==> src/rtl/bcrs_pkg.sv <==
package bcrs_pkg;

  localparam int NumRangesDef = 3;
  localparam int ColW         = 16;
  localparam int ByteW        = 8;
  localparam int CfgIdxW      = 4;
  localparam int CfgDataW     = 16;

  localparam logic [ColW-1:0]  ColMax     = '1;
  localparam logic [ColW-1:0]  RangeLoRst = ColW'(1);
  localparam logic [ColW-1:0]  RangeHiRst = '0;
  localparam logic [ByteW-1:0] NewlineChr = 8'h0A;
  localparam logic [ByteW-1:0] NulChr     = 8'h00;

  // Register map: range k low at RegRangeBase + 2k, high one above it.
  localparam logic [CfgIdxW-1:0] RegRangeBase = CfgIdxW'(0);
  localparam logic [CfgIdxW-1:0] RegGapMarker = CfgIdxW'(6);
  localparam logic [CfgIdxW-1:0] RegModeBits  = CfgIdxW'(7);

  localparam int GapEnBit      = 8;
  localparam int ModeCompBit   = 0;
  localparam int ModeNulTermBit = 1;

  typedef struct packed {
    logic             gap_en;
    logic [ByteW-1:0] gap_byte;
    logic             complement;
    logic             nul_term;
  } cfg_misc_t;

  typedef struct packed {
    logic             first_valid;
    logic [ByteW-1:0] first_byte;
    logic             first_last;
    logic             second_valid;
    logic [ByteW-1:0] second_byte;
  } result_t;

  typedef struct packed {
    logic cur_valid;
    logic extra_valid;
  } out_stat_t;

endpackage

==> src/rtl/bcrs_if.sv <==
interface bcrs_in_if;
  import bcrs_pkg::*;
  logic             valid;
  logic             ready;
  logic [ByteW-1:0] in_byte;
  modport source (output valid, output in_byte, input ready);
  modport sink   (input valid, input in_byte, output ready);
endinterface

interface bcrs_out_if;
  import bcrs_pkg::*;
  logic             valid;
  logic             ready;
  logic [ByteW-1:0] out_byte;
  logic             run_last;
  modport source (output valid, output out_byte, output run_last, input ready);
  modport sink   (input valid, input out_byte, input run_last, output ready);
endinterface

interface bcrs_cfg_if;
  import bcrs_pkg::*;
  logic                valid;
  logic                ready;
  logic [CfgIdxW-1:0]  index;
  logic [CfgDataW-1:0] data;
  modport source (output valid, output index, output data, input ready);
  modport sink   (input valid, input index, input data, output ready);
endinterface

==> src/rtl/bcrs_cfg.sv <==
module bcrs_cfg #(
  parameter int NUM_RANGES = bcrs_pkg::NumRangesDef
) (
  input  logic                 clk_i,
  input  logic                 rst_ni,
  bcrs_cfg_if.sink             cfg_i,
  output logic [bcrs_pkg::ColW-1:0] range_lo_o [NUM_RANGES],
  output logic [bcrs_pkg::ColW-1:0] range_hi_o [NUM_RANGES],
  output bcrs_pkg::cfg_misc_t  misc_o
);
  import bcrs_pkg::*;

  logic            wr;
  logic [ColW-1:0] range_lo_q [NUM_RANGES];
  logic [ColW-1:0] range_hi_q [NUM_RANGES];
  cfg_misc_t       misc_q;

  assign cfg_i.ready = 1'b1;
  assign wr = cfg_i.valid;

  for (genvar k = 0; k < NUM_RANGES; k++) begin : g_range
    localparam logic [CfgIdxW-1:0] LoIdx = RegRangeBase + CfgIdxW'(2 * k);
    localparam logic [CfgIdxW-1:0] HiIdx = RegRangeBase + CfgIdxW'(2 * k + 1);
    always_ff @(posedge clk_i or negedge rst_ni) begin
      if (!rst_ni) begin
        range_lo_q[k] <= RangeLoRst;
        range_hi_q[k] <= RangeHiRst;
      end else if (wr) begin
        if (cfg_i.index == LoIdx) range_lo_q[k] <= cfg_i.data[ColW-1:0];
        if (cfg_i.index == HiIdx) range_hi_q[k] <= cfg_i.data[ColW-1:0];
      end
    end
  end

  always_ff @(posedge clk_i or negedge rst_ni) begin
    if (!rst_ni) begin
      misc_q <= '0;
    end else if (wr) begin
      if (cfg_i.index == RegGapMarker) begin
        misc_q.gap_en   <= cfg_i.data[GapEnBit];
        misc_q.gap_byte <= cfg_i.data[ByteW-1:0];
      end
      if (cfg_i.index == RegModeBits) begin
        misc_q.complement <= cfg_i.data[ModeCompBit];
        misc_q.nul_term   <= cfg_i.data[ModeNulTermBit];
      end
    end
  end

  assign range_lo_o = range_lo_q;
  assign range_hi_o = range_hi_q;
  assign misc_o     = misc_q;

endmodule

==> src/rtl/bcrs_select.sv <==
module bcrs_select #(
  parameter int NUM_RANGES = bcrs_pkg::NumRangesDef
) (
  input  logic                       clk_i,
  input  logic                       rst_ni,
  input  logic                       fire_i,
  input  logic [bcrs_pkg::ByteW-1:0] in_byte_i,
  input  logic [bcrs_pkg::ColW-1:0]  range_lo_i [NUM_RANGES],
  input  logic [bcrs_pkg::ColW-1:0]  range_hi_i [NUM_RANGES],
  input  bcrs_pkg::cfg_misc_t        misc_i,
  output bcrs_pkg::result_t          res_o
);
  import bcrs_pkg::*;

  logic [ColW-1:0] col_q, col_d, col_next;
  logic            prev_sel_q, prev_sel_d;
  logic            line_start_q, line_start_d;
  logic            is_nl, hit, sel, delim;

  assign is_nl    = (in_byte_i == NewlineChr);
  // Saturate so an open-ended range still covers very long lines.
  assign col_next = (col_q == ColMax) ? col_q : col_q + ColW'(1);

  always_comb begin
    hit = 1'b0;
    for (int k = 0; k < NUM_RANGES; k++) begin
      if (range_lo_i[k] <= col_next && col_next <= range_hi_i[k]) hit = 1'b1;
    end
  end

  assign sel   = hit ^ misc_i.complement;
  assign delim = !prev_sel_q && !line_start_q && misc_i.gap_en;

  always_comb begin
    res_o        = '0;
    col_d        = col_q;
    prev_sel_d   = prev_sel_q;
    line_start_d = line_start_q;
    if (is_nl) begin
      res_o.first_valid = 1'b1;
      res_o.first_byte  = misc_i.nul_term ? NulChr : NewlineChr;
      res_o.first_last  = 1'b1;
      col_d             = '0;
      prev_sel_d        = 1'b0;
      line_start_d      = 1'b1;
    end else begin
      col_d      = col_next;
      prev_sel_d = sel;
      if (sel) begin
        line_start_d      = 1'b0;
        res_o.first_valid = 1'b1;
        if (delim) begin
          res_o.first_byte   = misc_i.gap_byte;
          res_o.first_last   = 1'b0;
          res_o.second_valid = 1'b1;
          res_o.second_byte  = in_byte_i;
        end else begin
          res_o.first_byte = in_byte_i;
          res_o.first_last = 1'b1;
        end
      end
    end
  end

  always_ff @(posedge clk_i or negedge rst_ni) begin
    if (!rst_ni) begin
      col_q        <= '0;
      prev_sel_q   <= 1'b0;
      line_start_q <= 1'b1;
    end else if (fire_i) begin
      col_q        <= col_d;
      prev_sel_q   <= prev_sel_d;
      line_start_q <= line_start_d;
    end
  end

endmodule

==> src/rtl/bcrs_out.sv <==
module bcrs_out (
  input  logic                clk_i,
  input  logic                rst_ni,
  input  logic                in_fire_i,
  input  bcrs_pkg::result_t   res_i,
  output logic                in_ready_o,
  output bcrs_pkg::out_stat_t stat_o,
  bcrs_out_if.source          out_o
);
  import bcrs_pkg::*;

  logic             cur_valid_q, cur_valid_d;
  logic [ByteW-1:0] cur_byte_q, cur_byte_d;
  logic             cur_last_q, cur_last_d;
  logic             extra_valid_q, extra_valid_d;
  logic [ByteW-1:0] extra_byte_q, extra_byte_d;
  logic             out_fire;

  assign out_fire   = cur_valid_q && out_o.ready;
  // Take a new byte once the held beat leaves and no second beat waits behind it.
  assign in_ready_o = !cur_valid_q || (out_o.ready && !extra_valid_q);

  always_comb begin
    cur_valid_d   = cur_valid_q;
    cur_byte_d    = cur_byte_q;
    cur_last_d    = cur_last_q;
    extra_valid_d = extra_valid_q;
    extra_byte_d  = extra_byte_q;
    if (in_fire_i) begin
      cur_valid_d   = res_i.first_valid;
      cur_byte_d    = res_i.first_byte;
      cur_last_d    = res_i.first_last;
      extra_valid_d = res_i.second_valid;
      extra_byte_d  = res_i.second_byte;
    end else if (out_fire) begin
      if (extra_valid_q) begin
        cur_byte_d    = extra_byte_q;
        cur_last_d    = 1'b1;
        extra_valid_d = 1'b0;
      end else begin
        cur_valid_d = 1'b0;
      end
    end
  end

  always_ff @(posedge clk_i or negedge rst_ni) begin
    if (!rst_ni) begin
      cur_valid_q   <= 1'b0;
      extra_valid_q <= 1'b0;
    end else begin
      cur_valid_q   <= cur_valid_d;
      extra_valid_q <= extra_valid_d;
    end
  end

  always_ff @(posedge clk_i) begin
    cur_byte_q   <= cur_byte_d;
    cur_last_q   <= cur_last_d;
    extra_byte_q <= extra_byte_d;
  end

  assign out_o.valid    = cur_valid_q;
  assign out_o.out_byte = cur_byte_q;
  assign out_o.run_last = cur_last_q;

  assign stat_o.cur_valid   = cur_valid_q;
  assign stat_o.extra_valid = extra_valid_q;

endmodule

==> src/rtl/byte_column_range_selector_top.sv <==
// Channel | Dir | Payload               | Beat
// in_i    | in  | in_byte[7:0]          | one text byte
// out_o   | out | out_byte[7:0]         | delimiter, selected byte or terminator
//         |     | run_last              | high on the last beat for a text byte
// cfg_i   | in  | index[3:0], data[15:0]| one register write, always ready
//
// A text byte is taken when valid and ready; its results sit in the output register the next cycle.
// A byte that needs a delimiter gives two beats and holds the input while the second beat waits.
// Otherwise one byte per cycle, with the input stalled only while a held beat waits.
// Reset clears the column and the gap flag, sets the line-start flag and empties the output register.
module byte_column_range_selector_top #(
  parameter int NUM_RANGES = bcrs_pkg::NumRangesDef
) (
  input  logic       clk_i,
  input  logic       rst_ni,
  bcrs_in_if.sink    in_i,
  bcrs_out_if.source out_o,
  bcrs_cfg_if.sink   cfg_i
);
  import bcrs_pkg::*;

  logic [ColW-1:0] range_lo [NUM_RANGES];
  logic [ColW-1:0] range_hi [NUM_RANGES];
  cfg_misc_t       misc;
  result_t         res;
  out_stat_t       stat;
  logic            in_ready;
  logic            in_fire;

  assign in_i.ready = in_ready;
  assign in_fire    = in_i.valid && in_ready;

  bcrs_cfg #(.NUM_RANGES(NUM_RANGES)) u_cfg (
    .clk_i,
    .rst_ni,
    .cfg_i,
    .range_lo_o (range_lo),
    .range_hi_o (range_hi),
    .misc_o     (misc)
  );

  bcrs_select #(.NUM_RANGES(NUM_RANGES)) u_select (
    .clk_i,
    .rst_ni,
    .fire_i     (in_fire),
    .in_byte_i  (in_i.in_byte),
    .range_lo_i (range_lo),
    .range_hi_i (range_hi),
    .misc_i     (misc),
    .res_o      (res)
  );

  bcrs_out u_out (
    .clk_i,
    .rst_ni,
    .in_fire_i  (in_fire),
    .res_i      (res),
    .in_ready_o (in_ready),
    .stat_o     (stat),
    .out_o
  );

`ifndef SYNTHESIS
  a_extra_behind_cur: assert property (@(posedge clk_i) disable iff (!rst_ni)
    stat.extra_valid |-> stat.cur_valid)
    else $error("second beat held without a first beat");

  a_stall_has_beat: assert property (@(posedge clk_i) disable iff (!rst_ni)
    !in_i.ready |-> out_o.valid)
    else $error("input stalled with no result pending");

  a_delim_not_last: assert property (@(posedge clk_i) disable iff (!rst_ni)
    stat.extra_valid |-> !out_o.run_last)
    else $error("delimiter beat flagged as last");

  a_newline_term: assert property (@(posedge clk_i) disable iff (!rst_ni)
    (in_fire && in_i.in_byte == NewlineChr) |=> (out_o.valid && out_o.run_last))
    else $error("newline did not produce a terminator beat");
`endif

endmodule
==> src/flat_wrapper.sv <==
// flat-port wrapper written by rule: the top's interface ports become plain ports
module byte_column_range_selector_top_flat import bcrs_pkg::*;
#(
  parameter int NUM_RANGES = bcrs_pkg::NumRangesDef
)
  (clk_i, rst_ni, in_i_valid, in_i_in_byte, in_i_ready, out_o_valid, out_o_out_byte, out_o_run_last, out_o_ready, cfg_i_valid, cfg_i_index, cfg_i_data, cfg_i_ready);
  bcrs_in_if in_i_i ();
  bcrs_out_if out_o_i ();
  bcrs_cfg_if cfg_i_i ();
  input  logic clk_i;
  input  logic rst_ni;
  input wire logic [$bits(in_i_i.valid)-1:0] in_i_valid;
  input wire logic [$bits(in_i_i.in_byte)-1:0] in_i_in_byte;
  output wire logic [$bits(in_i_i.ready)-1:0] in_i_ready;
  output wire logic [$bits(out_o_i.valid)-1:0] out_o_valid;
  output wire logic [$bits(out_o_i.out_byte)-1:0] out_o_out_byte;
  output wire logic [$bits(out_o_i.run_last)-1:0] out_o_run_last;
  input wire logic [$bits(out_o_i.ready)-1:0] out_o_ready;
  input wire logic [$bits(cfg_i_i.valid)-1:0] cfg_i_valid;
  input wire logic [$bits(cfg_i_i.index)-1:0] cfg_i_index;
  input wire logic [$bits(cfg_i_i.data)-1:0] cfg_i_data;
  output wire logic [$bits(cfg_i_i.ready)-1:0] cfg_i_ready;
  assign in_i_i.valid = in_i_valid;
  assign in_i_i.in_byte = in_i_in_byte;
  assign in_i_ready = in_i_i.ready;
  assign out_o_valid = out_o_i.valid;
  assign out_o_out_byte = out_o_i.out_byte;
  assign out_o_run_last = out_o_i.run_last;
  assign out_o_i.ready = out_o_ready;
  assign cfg_i_i.valid = cfg_i_valid;
  assign cfg_i_i.index = cfg_i_index;
  assign cfg_i_i.data = cfg_i_data;
  assign cfg_i_ready = cfg_i_i.ready;
  byte_column_range_selector_top #(.NUM_RANGES(NUM_RANGES)) u_core (.clk_i(clk_i), .rst_ni(rst_ni), .in_i(in_i_i), .out_o(out_o_i), .cfg_i(cfg_i_i));
endmodule
==> config.mk <==
export PLATFORM = sky130hd
export DESIGN_NAME = byte_column_range_selector_top_flat
export DESIGN_NICKNAME = d
export VERILOG_FILES = /design/src/rtl/bcrs_pkg.sv /design/src/rtl/bcrs_if.sv /design/src/rtl/bcrs_cfg.sv /design/src/rtl/bcrs_select.sv /design/src/rtl/bcrs_out.sv /design/src/rtl/byte_column_range_selector_top.sv /design/src/flat_wrapper.sv
export SDC_FILE = /design/constraint.sdc
export NUM_CORES = 1
export LEC_CHECK = 0
export BUFFER_PORTS_ARGS = -buffer_cell sky130_fd_sc_hd__buf_4
export CORE_UTILIZATION = 56
export DETAILED_ROUTE_END_ITERATION = 16
export GPL_TIMING_DRIVEN = 0
export PLACE_DENSITY_LB_ADDON = 0.25
export SLEW_MARGIN = 20
export SYNTH_ARGS = -nofsm -noshare
export SYNTH_HDL_FRONTEND = slang
export SYNTH_HIERARCHICAL = 1
export SYNTH_SLANG_ARGS = --single-unit
==> constraint.sdc <==
create_clock -name clk_i -period 4.37 [get_ports clk_i]
set_input_delay 0.6555 -clock clk_i [delete_from_list [all_inputs] [get_ports clk_i]]
set_output_delay 0.6555 -clock clk_i [all_outputs]
set_load 0.02 [all_outputs]
==> results.cfg, run 1 <==
[flow_run]
maxCapViolations = 0

[cts]
htree_levels = 4
cts_root_buffer = clkbuf_16
cts_tree = built
clk_pin_slew_ns = 0.06
cts-buffers-inserted = 17
clk_latency_ns = 0.41
cts_sinks = 144
clockBufferDepth = 2
postCtsHoldBufs = 0

[power]
intPower_mw = 4.306
p_clk_frac = 0.199
p_leak_nw = 4.774
power_per_cell_area_nw_per_um2 = 681.2
total_power_mw = 7.024
power.switching_mw = 2.718
p_sw_frac = 0.3870
p_seq_frac = 0.286
p_comb_frac = 0.515
vdd_drop_max_uv = 341.2

[critical_path]
cp_top_family = simple AND/OR/NAND/NOR gates
crit_path_start_kind = flip-flop
cp_common_cell = buf_4
path_cells = nand4_1, nor2_2, nand4_1, nand2b_4, nor2_1, xnor2_2, buf_4, inv_2, ha_4, and4_1, nand2_1, o211ai_1, and3_1, o21ai_2, a222oi_1, xor2_1, buf_4, buf_4, o31ai_1, mux2_4
cp_slowest_cell = a222oi_1
cp.required_ns = 4.66
path_buf_inv = 4
cp-end-kind = flip-flop
reg2reg_slack_ns = -0.09
slowest_delay_ns = 0.54
crit_fanout = 6
cp.arrival_ns = 4.75
critical_path_class = reg -> reg

[placement]
dpl.hpwl_mm = 14.32
port_buffers = 42
dpl_cell_area_um2 = 9114
gp_congestion = 0.8491

[timing]
period_share = 1.020
period_needed_ns = 4.457
fmax_ghz = 0.2244
tightest_slew_ns = 0.7051
finClkSkew_ns = 0.008939
rsz0062_at_grt = true
setup_tns_ns = -0.4408
relSlewSlack = 0.5266
finalMaxSlewViolations = 0
hold_violations = 0
layout_setup_ws_ns = -0.08712
setup_viol = 9

[layout]
multi_input_area_um2 = 4677
regArea_um2 = 3700
final_area_um2 = 10310
area_delta_synth_final_pct = 20.78
diodes = 0
final_cell_mix = dfrtp_1, mux2_2, buf_4
layout_commonest_cell = dfrtp_1
fill_cells = 1023
drive_gt1_frac = 0.3574
layout.nets = 978
final_util = 0.7015

[routing]
via_per_inst = 6.033
routed_wl_mm = 21.14
first_iter_violations = 671
drc = 2
wl_per_cell_um = 20.00
ant_nets = 0
vias = 6377
dr.pass1.iters = 12

[die]
die-area_um2 = 15740
die_w_um = 125.5
row_count = 44
coreArea_um2 = 14700
fp.dieH_um = 125.5
start_util = 0.5808
io_pins = 45

[status]
violations = design-rule violations, negative setup slack
status = finished, violations left

[global_routing]
overflow = 0
grt_use_total = 0.2775
grt_pass1_vias = 6629
antenna_found_initial = 0
grt_max_degree = 69
grt_pass1_wl_mm = 33.70

[yosys]
avgSynthCellArea_um2 = 11.25
yosysWarnings = 6
synth_cells = 759
syn_nets = 877
synth_area_um2 = 8537

[worst_hold_path]
hp-class = in -> async
## worst paths after layout
path,end,startpoint,depth (start not counted)
hold / removal,u_core/u_select/col_q[12]$_DFFE_PN0P_,rst_ni,1
max in group asynchronous,u_core/u_cfg/range_lo_o[32]$_DFFE_PN1P_,rst_ni,2
setup reg to reg,u_core/u_out/out_o.out_byte[1]$_DFFE_PP_,u_core/u_select/col_q[10]$_DFFE_PN0P_,20
setup / recovery,u_core/u_out/out_o.out_byte[1]$_DFFE_PP_,u_core/u_select/col_q[10]$_DFFE_PN0P_,20
hold reg to reg,u_core/u_cfg/range_hi_o[46]$_DFFE_PN0P_,u_core/u_cfg/range_hi_o[46]$_DFFE_PN0P_,1
min in group clk_i,u_core/u_cfg/range_hi_o[46]$_DFFE_PN0P_,u_core/u_cfg/range_hi_o[46]$_DFFE_PN0P_,1
## through the flow
step,hold slack [ns],instances,setup slack (ns)
2_1_floorplan,0.3599,759,0.04122
3_3_place_gp,0.4878,985,-1.219
3_5_place_dp,0.4944,986,-1.260
4_1_cts,0.2390,1048,0.05598
5_1_grt,0.2645,1057,-0.2212
6_report,0.2284,1057,-0.08712
## layout make-up
| cell class | instances | area share |
|---|---|---|
| buffer | 22 | 0.01468 |
| clock buffer | 18 | 0.04162 |
| clock inverter | 14 | 0.01383 |
| inverter | 79 | 0.02900 |
| multi-input combinational | 511 | 0.4536 |
| sequential | 144 | 0.3588 |
| tap | 184 | 0.02233 |
| timing repair buffer | 85 | 0.06613 |
## per-layer routing
layer / vias up / share of wire / track usage
met3: 36 / 0.043 / 0.04964
li1: 2942 / - / -
met2: 207 / 0.51 / 0.4833
met5: - / 0 / 0
met1: 3192 / 0.43 / 0.3435
met4: 0 / 0.022 / 0.1033
## timing repair
item,CTS,global route
pin swaps,19,22
setup endpoints to repair,21,21
gates resized for setup,46,23
endpoints found under the hold margin,0,0
setup buffers,32,9
cloned,1,0
## worst register-to-register path, stage by stage, from the launching register on
cell,delay (ns)
dfrtp_1,0.37
nand4_1,0.18
nor2_2,0.19
nand4_1,0.24
nand2b_4,0.20
nor2_1,0.10
xnor2_2,0.21
buf_4,0.19
inv_2,0.08
ha_4,0.28
and4_1,0.22
nand2_1,0.07
o211ai_1,0.25
and3_1,0.22
o21ai_2,0.07
a222oi_1,0.54
xor2_1,0.13
buf_4,0.18
buf_4,0.14
o31ai_1,0.31
mux2_4,0.21
## sequential cells by signal (all words and copies together) (netlist names)
signal / count
u_core/u_select/line_start_q: 1
u_core/u_out/out_o.run_last: 1
u_core/u_cfg/range_lo_o: 48
u_core/u_out/extra_valid_q: 1
u_core/u_out/extra_byte_q: 8
u_core/u_out/out_o.out_byte: 8
u_core/u_select/prev_sel_q: 1
u_core/u_cfg/misc_o: 11
u_core/u_cfg/range_hi_o: 48
u_core/u_out/out_o.valid: 1
u_core/u_select/col_q: 16
## power groups by stage
| stage | Clock, mW | Combinational (mW) | Sequential [mW] |
|---|---|---|---|
| after global routing | 1.49 | 3.93 | 2.05 |
| final | 1.40 | 3.62 | 2.01 |
| after global placement | 0 | 2.77 | 2.00 |
| after CTS | 1.42 | 3.33 | 2.00 |
| after detailed placement | 0 | 2.90 | 2.03 |
| after floorplan | 0 | 2.09 | 2.01 |
Power figures use the tool's default switching activity.
==> run 2, diff against run 1 <==
CORE_UTILIZATION = 60   (was 56)
clock period = 5.6 ns   (was 4.37 ns; I/O delays follow)
==> run 2 against run 1 <==
  * The run now ends clean
  * Critical path type unchanged
  * Via count fell by 3.5%
  * Critical endpoint is now u_core/u_out/out_o.out_byte[3]$_DFFE_PP_
  * Sequential power fell by 22%
  * Fmax fell by 17%
==> results.cfg, run 2 (synthesized netlist as in run 1, its figures left out) <==
[status]
status = finished clean

[die]
die-area_um2 = 14710
row_count = 43
start_util = 0.6150
coreArea_um2 = 13880
die_w_um = 121.3
fp.dieH_um = 121.3
io_pins = 45

[timing]
setup_viol = 0
period_share = 0.9635
rsz0062_at_grt = false
fmax_ghz = 0.1853
tightest_slew_ns = 0.7574
hold_violations = 0
relSlewSlack = 0.4914
finalMaxSlewViolations = 0
finClkSkew_ns = 0.008286
period_needed_ns = 5.396
setup_tns_ns = 0

[critical_path]
cp_slowest_cell = a2111oi_0
path_cells = nand4_1, nor2_1, nand4_1, nand2b_1, clkbuf_1, xnor2_1, inv_1, ha_1, nor3b_1, a2111oi_0, a2111oi_0, o21ai_0, a222oi_1, xor2_1, buf_4, o31ai_1, mux2_2
cp.required_ns = 5.77
crit_fanout = 10
path_buf_inv = 3
cp_top_family = compound AO/OA/AOI/OAI gates
slowest_delay_ns = 0.56
worst-r2r-cell-count = 17
crit_path_start_kind = flip-flop
critical_path_class = reg -> reg
cp_num_cells = 17
cp-end-kind = flip-flop
cp.arrival_ns = 5.57
reg2reg_slack_ns = 0.20

[global_routing]
grt_pass1_wl_mm = 31.38
overflow = 0
antenna_found_initial = 0
grt_max_degree = 74
grt_pass1_vias = 6162
grt_use_total = 0.2808

[cts]
clk_latency_ns = 0.42
cts_root_buffer = clkbuf_16
cts_sinks = 144
clk_pin_slew_ns = 0.06
clockBufferDepth = 2
htree_levels = 4
cts-buffers-inserted = 17
cts_tree = built
postCtsHoldBufs = 0

[power]
p_clk_frac = 0.204
p_leak_nw = 4.521
vdd_drop_max_uv = 290.3
p_comb_frac = 0.476
power_per_cell_area_nw_per_um2 = 507.0
total_power_mw = 4.898
intPower_mw = 2.988
power.switching_mw = 1.910
p_sw_frac = 0.3900
p_seq_frac = 0.321

[placement]
gp_congestion = 0.8705
dpl.hpwl_mm = 14.29
port_buffers = 42

[layout]
layout_commonest_cell = dfrtp_1
multi_input_area_um2 = 4409
drive_gt1_frac = 0.2700
final_cell_mix = dfrtp_1, mux2_2, ha_1
area_delta_synth_final_pct = 13.18
fill_cells = 1005
layout.nets = 942
final_util = 0.6961
diodes = 0
regArea_um2 = 3694

[routing]
first_iter_violations = 441
wl_per_cell_um = 18.98
drc = 0
via_per_inst = 6.052
dr.pass1.iters = 9
ant_nets = 0
vias = 6155
routed_wl_mm = 19.31

[flow_run]
maxCapViolations = 0

[worst_hold_path]
hp-class = in -> async
==> run 2: cell count changes in the layout (fill, tap and decap cells not counted), moves of 5 or more <==
cell,change
inv_2,-5
ha_4,-6
xnor2_1,+6
ha_1,+6
clkbuf_1,+8
dfrtp_1,+5
buf_4,-35
nor2_1,+5
inv_1,+6
dfrtp_2,-5
==> run 2: worst paths after layout <==
path	startpoint	end
max	u_core/u_select/col_q[12]$_DFFE_PN0P_	u_core/u_out/out_o.out_byte[3]$_DFFE_PP_
min	rst_ni	u_core/u_select/col_q[12]$_DFFE_PN0P_
max reg2reg	u_core/u_select/col_q[12]$_DFFE_PN0P_	u_core/u_out/out_o.out_byte[3]$_DFFE_PP_
min reg2reg	u_core/u_cfg/misc_o[10]$_DFFE_PN0P_	u_core/u_cfg/misc_o[10]$_DFFE_PN0P_
max in group asynchronous	rst_ni	u_core/u_cfg/range_hi_o[37]$_DFFE_PN0P_
min in group clk_i	u_core/u_cfg/misc_o[10]$_DFFE_PN0P_	u_core/u_cfg/misc_o[10]$_DFFE_PN0P_
==> run 2: routing by layer <==
layer | vias up | part of all wire | GRT usage
li1 | 2869 | - | -
met2 | 196 | 0.50 | 0.4794
met5 | - | 0 | 0
met1 | 3048 | 0.43 | 0.3541
met4 | 0 | 0.026 | 0.1073
met3 | 42 | 0.046 | 0.04793
==> run 2: power groups by stage <==
stage               Sequential [mW]  Clock, mW  Combinational [mW]
finish                         1.57      0.998                2.33
global placement               1.56          0                2.15
detailed placement             1.58          0                2.25
floorplan                      1.57          0                1.63
CTS                            1.57       1.02                2.29
global route                   1.61       1.06                2.57
==> run 2: per-stage QoR <==
step                      area [µm²]  hold WS (ns)  worst slack, ns  std cells
final                           9662        0.3672           0.2045       1017
after global routing            9662        0.4089          0.03538       1017
after CTS                       9647        0.3860           0.3384       1015
after detailed placement        9109        0.4961          -0.1978        982
after global placement          9077        0.4907          -0.1091        981
after floorplan                 8537        0.4715            1.271        759
==> run 2: layout make-up <==
| type | instances | share of cell area |
|---|---|---|
| clock buffers | 25 | 0.04921 |
| inverters | 79 | 0.03069 |
| plain buffers | 25 | 0.01580 |
| flip-flops and latches | 144 | 0.3823 |
| repair buffers | 46 | 0.03820 |
| multi-input cells | 511 | 0.4564 |
| clock inverters | 7 | 0.004144 |
| well taps | 180 | 0.02331 |
==> run 2: timing repair <==
item,4_1_cts,5_1_grt
buffers inserted,1,2
resized for setup,2,0
endpoints found under the setup margin,19,3
pin swaps,1,3
==> run 3, diff against run 2 <==
CORE_UTILIZATION = 25   (was 60)
==> run 3 against run 2 <==
  * Sequential share of layout area decreased by 1.7 points
  * Fmax grew 4.6%
  * Non-clock buffer count is the same
  * Global-route usage is 16 points lower
  * Sequential power barely moved
  * Total power increased by 2.4%
  * Die area rose by 140%
  * Largest power group unchanged
==> results.cfg, run 3 (synthesized netlist as in run 1, its figures left out) <==
[routing]
via_per_inst = 4.507
vias = 5791
routed_wl_mm = 20.21
wl_per_cell_um = 15.73
drc = 0
ant_nets = 0
dr.pass1.iters = 5
first_iter_violations = 334

[placement]
dp_cells = 1250
dpl.hpwl_mm = 15.27
place_worst_setup_slack_ns = -0.4249
gp_congestion = 0.7756
port_buffers = 42

[timing]
period_needed_ns = 5.159
fmax_ghz = 0.1938
rsz0062_at_grt = false
tightest_slew_ns = 0.8110
finClkSkew_ns = 0.01298
setup_tns_ns = 0
finalMaxSlewViolations = 0
hold_violations = 0
period_share = 0.9213
relSlewSlack = 0.4554
layout_setup_ws_ns = 0.4407
setup_viol = 0

[cts]
clk_latency_ns = 0.42
postCtsHoldBufs = 0
cts_sinks = 144
htree_levels = 4
clockBufferDepth = 2
cts_root_buffer = clkbuf_16
cts-buffers-inserted = 17
cts_tree = built
clk_pin_slew_ns = 0.07

[power]
vdd_drop_max_uv = 223.1
p_leak_nw = 4.564
p_seq_frac = 0.311
power_per_cell_area_nw_per_um2 = 496.1
p_clk_frac = 0.237
p_comb_frac = 0.452
power.switching_mw = 1.904
p_sw_frac = 0.3796
intPower_mw = 3.112

[status]
status = finished clean

[worst_hold_path]
hp-class = in -> async

[flow_run]
maxCapViolations = 0

[global_routing]
grt_pass1_wl_mm = 32.70
overflow = 0
grt_max_degree = 94
antenna_found_initial = 0
grt_use_total = 0.1199
grt_pass1_vias = 5921

[critical_path]
cp_slowest_cell = xnor2_1
worst-r2r-cell-count = 16
crit_path_start_kind = flip-flop
critical_path_class = reg -> reg
cp.arrival_ns = 5.33
cp_common_cell = nand4_1
cp-end-kind = flip-flop
cp.required_ns = 5.78
crit_fanout = 10
path_cells = nand4_1, nor2_1, a21oi_1, xnor2_1, inv_1, ha_1, nand4_1, or2_2, a211oi_1, o311a_1, o21ai_0, a222oi_1, xor2_1, buf_4, o31ai_1, mux2_2
reg2reg_slack_ns = 0.44
slowest_delay_ns = 0.66

[layout]
drive_gt1_frac = 0.2784
final_cell_mix = dfrtp_1, mux2_2, ha_1
diodes = 0
layout.nets = 942
area_delta_synth_final_pct = 18.44
layout_commonest_cell = dfrtp_1
final_util = 0.3015
fin_cells = 1285

[die]
start_util = 0.2546
row_count = 67
fp.dieH_um = 186.8
die_w_um = 186.8
coreArea_um2 = 33530
die-area_um2 = 34890
io_pins = 45
run 3: layer usage:
metal | vias to the layer above | track usage | wire, µm
met2 | 71 | 0.1986 | 9674
met5 | - | 0 | 0
met3 | 13 | 0.01975 | 444
li1 | 2851 | - | -
met4 | 0 | 0.03279 | 248
met1 | 2856 | 0.1607 | 9839
run 3: final timing paths:
check,from,end
max in group asynchronous,rst_ni,u_core/u_cfg/range_lo_o[16]$_DFFE_PN1P_
hold / removal,rst_ni,u_core/u_select/col_q[12]$_DFFE_PN0P_
setup reg to reg,u_core/u_select/col_q[9]$_DFFE_PN0P_,u_core/u_out/out_o.out_byte[3]$_DFFE_PP_
min in group clk_i,u_core/u_cfg/range_hi_o[41]$_DFFE_PN0P_,u_core/u_cfg/range_hi_o[41]$_DFFE_PN0P_
hold reg to reg,u_core/u_cfg/range_hi_o[41]$_DFFE_PN0P_,u_core/u_cfg/range_hi_o[41]$_DFFE_PN0P_
setup / recovery,u_core/u_select/col_q[9]$_DFFE_PN0P_,u_core/u_out/out_o.out_byte[3]$_DFFE_PP_
run 3: power groups by stage:
stage / Sequential, mW / Combinational, mW / Clock, mW
after detailed placement: 1.58 / 2.26 / 0
after floorplan: 1.57 / 1.63 / 0
after global routing: 1.60 / 2.57 / 1.27
final: 1.56 / 2.27 / 1.19
after CTS: 1.56 / 2.28 / 1.23
after global placement: 1.57 / 2.23 / 0
run 3: repair_timing:
action | 4_1_cts | 5_1_grt
setup endpoints to repair | 21 | 8
resized for setup | 2 | 2
pin swaps | 1 | 3
buffers inserted | 1 | 3
run 3: stage by stage:
stage | cell area (µm²) | hold WS (ns) | power, mW
final | 10110 | 0.3000 | 5.016
after CTS | 10080 | 0.2914 | 5.070
after detailed placement | 9448 | 0.4931 | 3.841
after global placement | 9413 | 0.4896 | 3.806
after global routing | 10110 | 0.2979 | 5.446
after floorplan | 8537 | 0.4715 | 3.194
run 3: final cells by class:
type | instances | area [µm²]
Inverter | 79 | 296.5
Sequential cell | 144 | 3694
Buffer | 24 | 148.9
Multi-Input combinational cell | 511 | 4424
Fill cell | 3491 | 23420
Timing Repair Buffer | 47 | 380.4
Tap cell | 448 | 560.5
Clock inverter | 12 | 160.2
Clock buffer | 20 | 446.7
run 3: critical path, delay by kind of cell (launching register included):
kind | cells | cell delay, ns
AOI/OAI and AO/OA | 6 | 1.45
and+or+nand+nor | 4 | 0.99
xor gates and xnor gates | 2 | 0.98
buffers and inverters | 2 | 0.45
DFF | 1 | 0.44
adders and majority gates | 1 | 0.34
muxes | 1 | 0.28
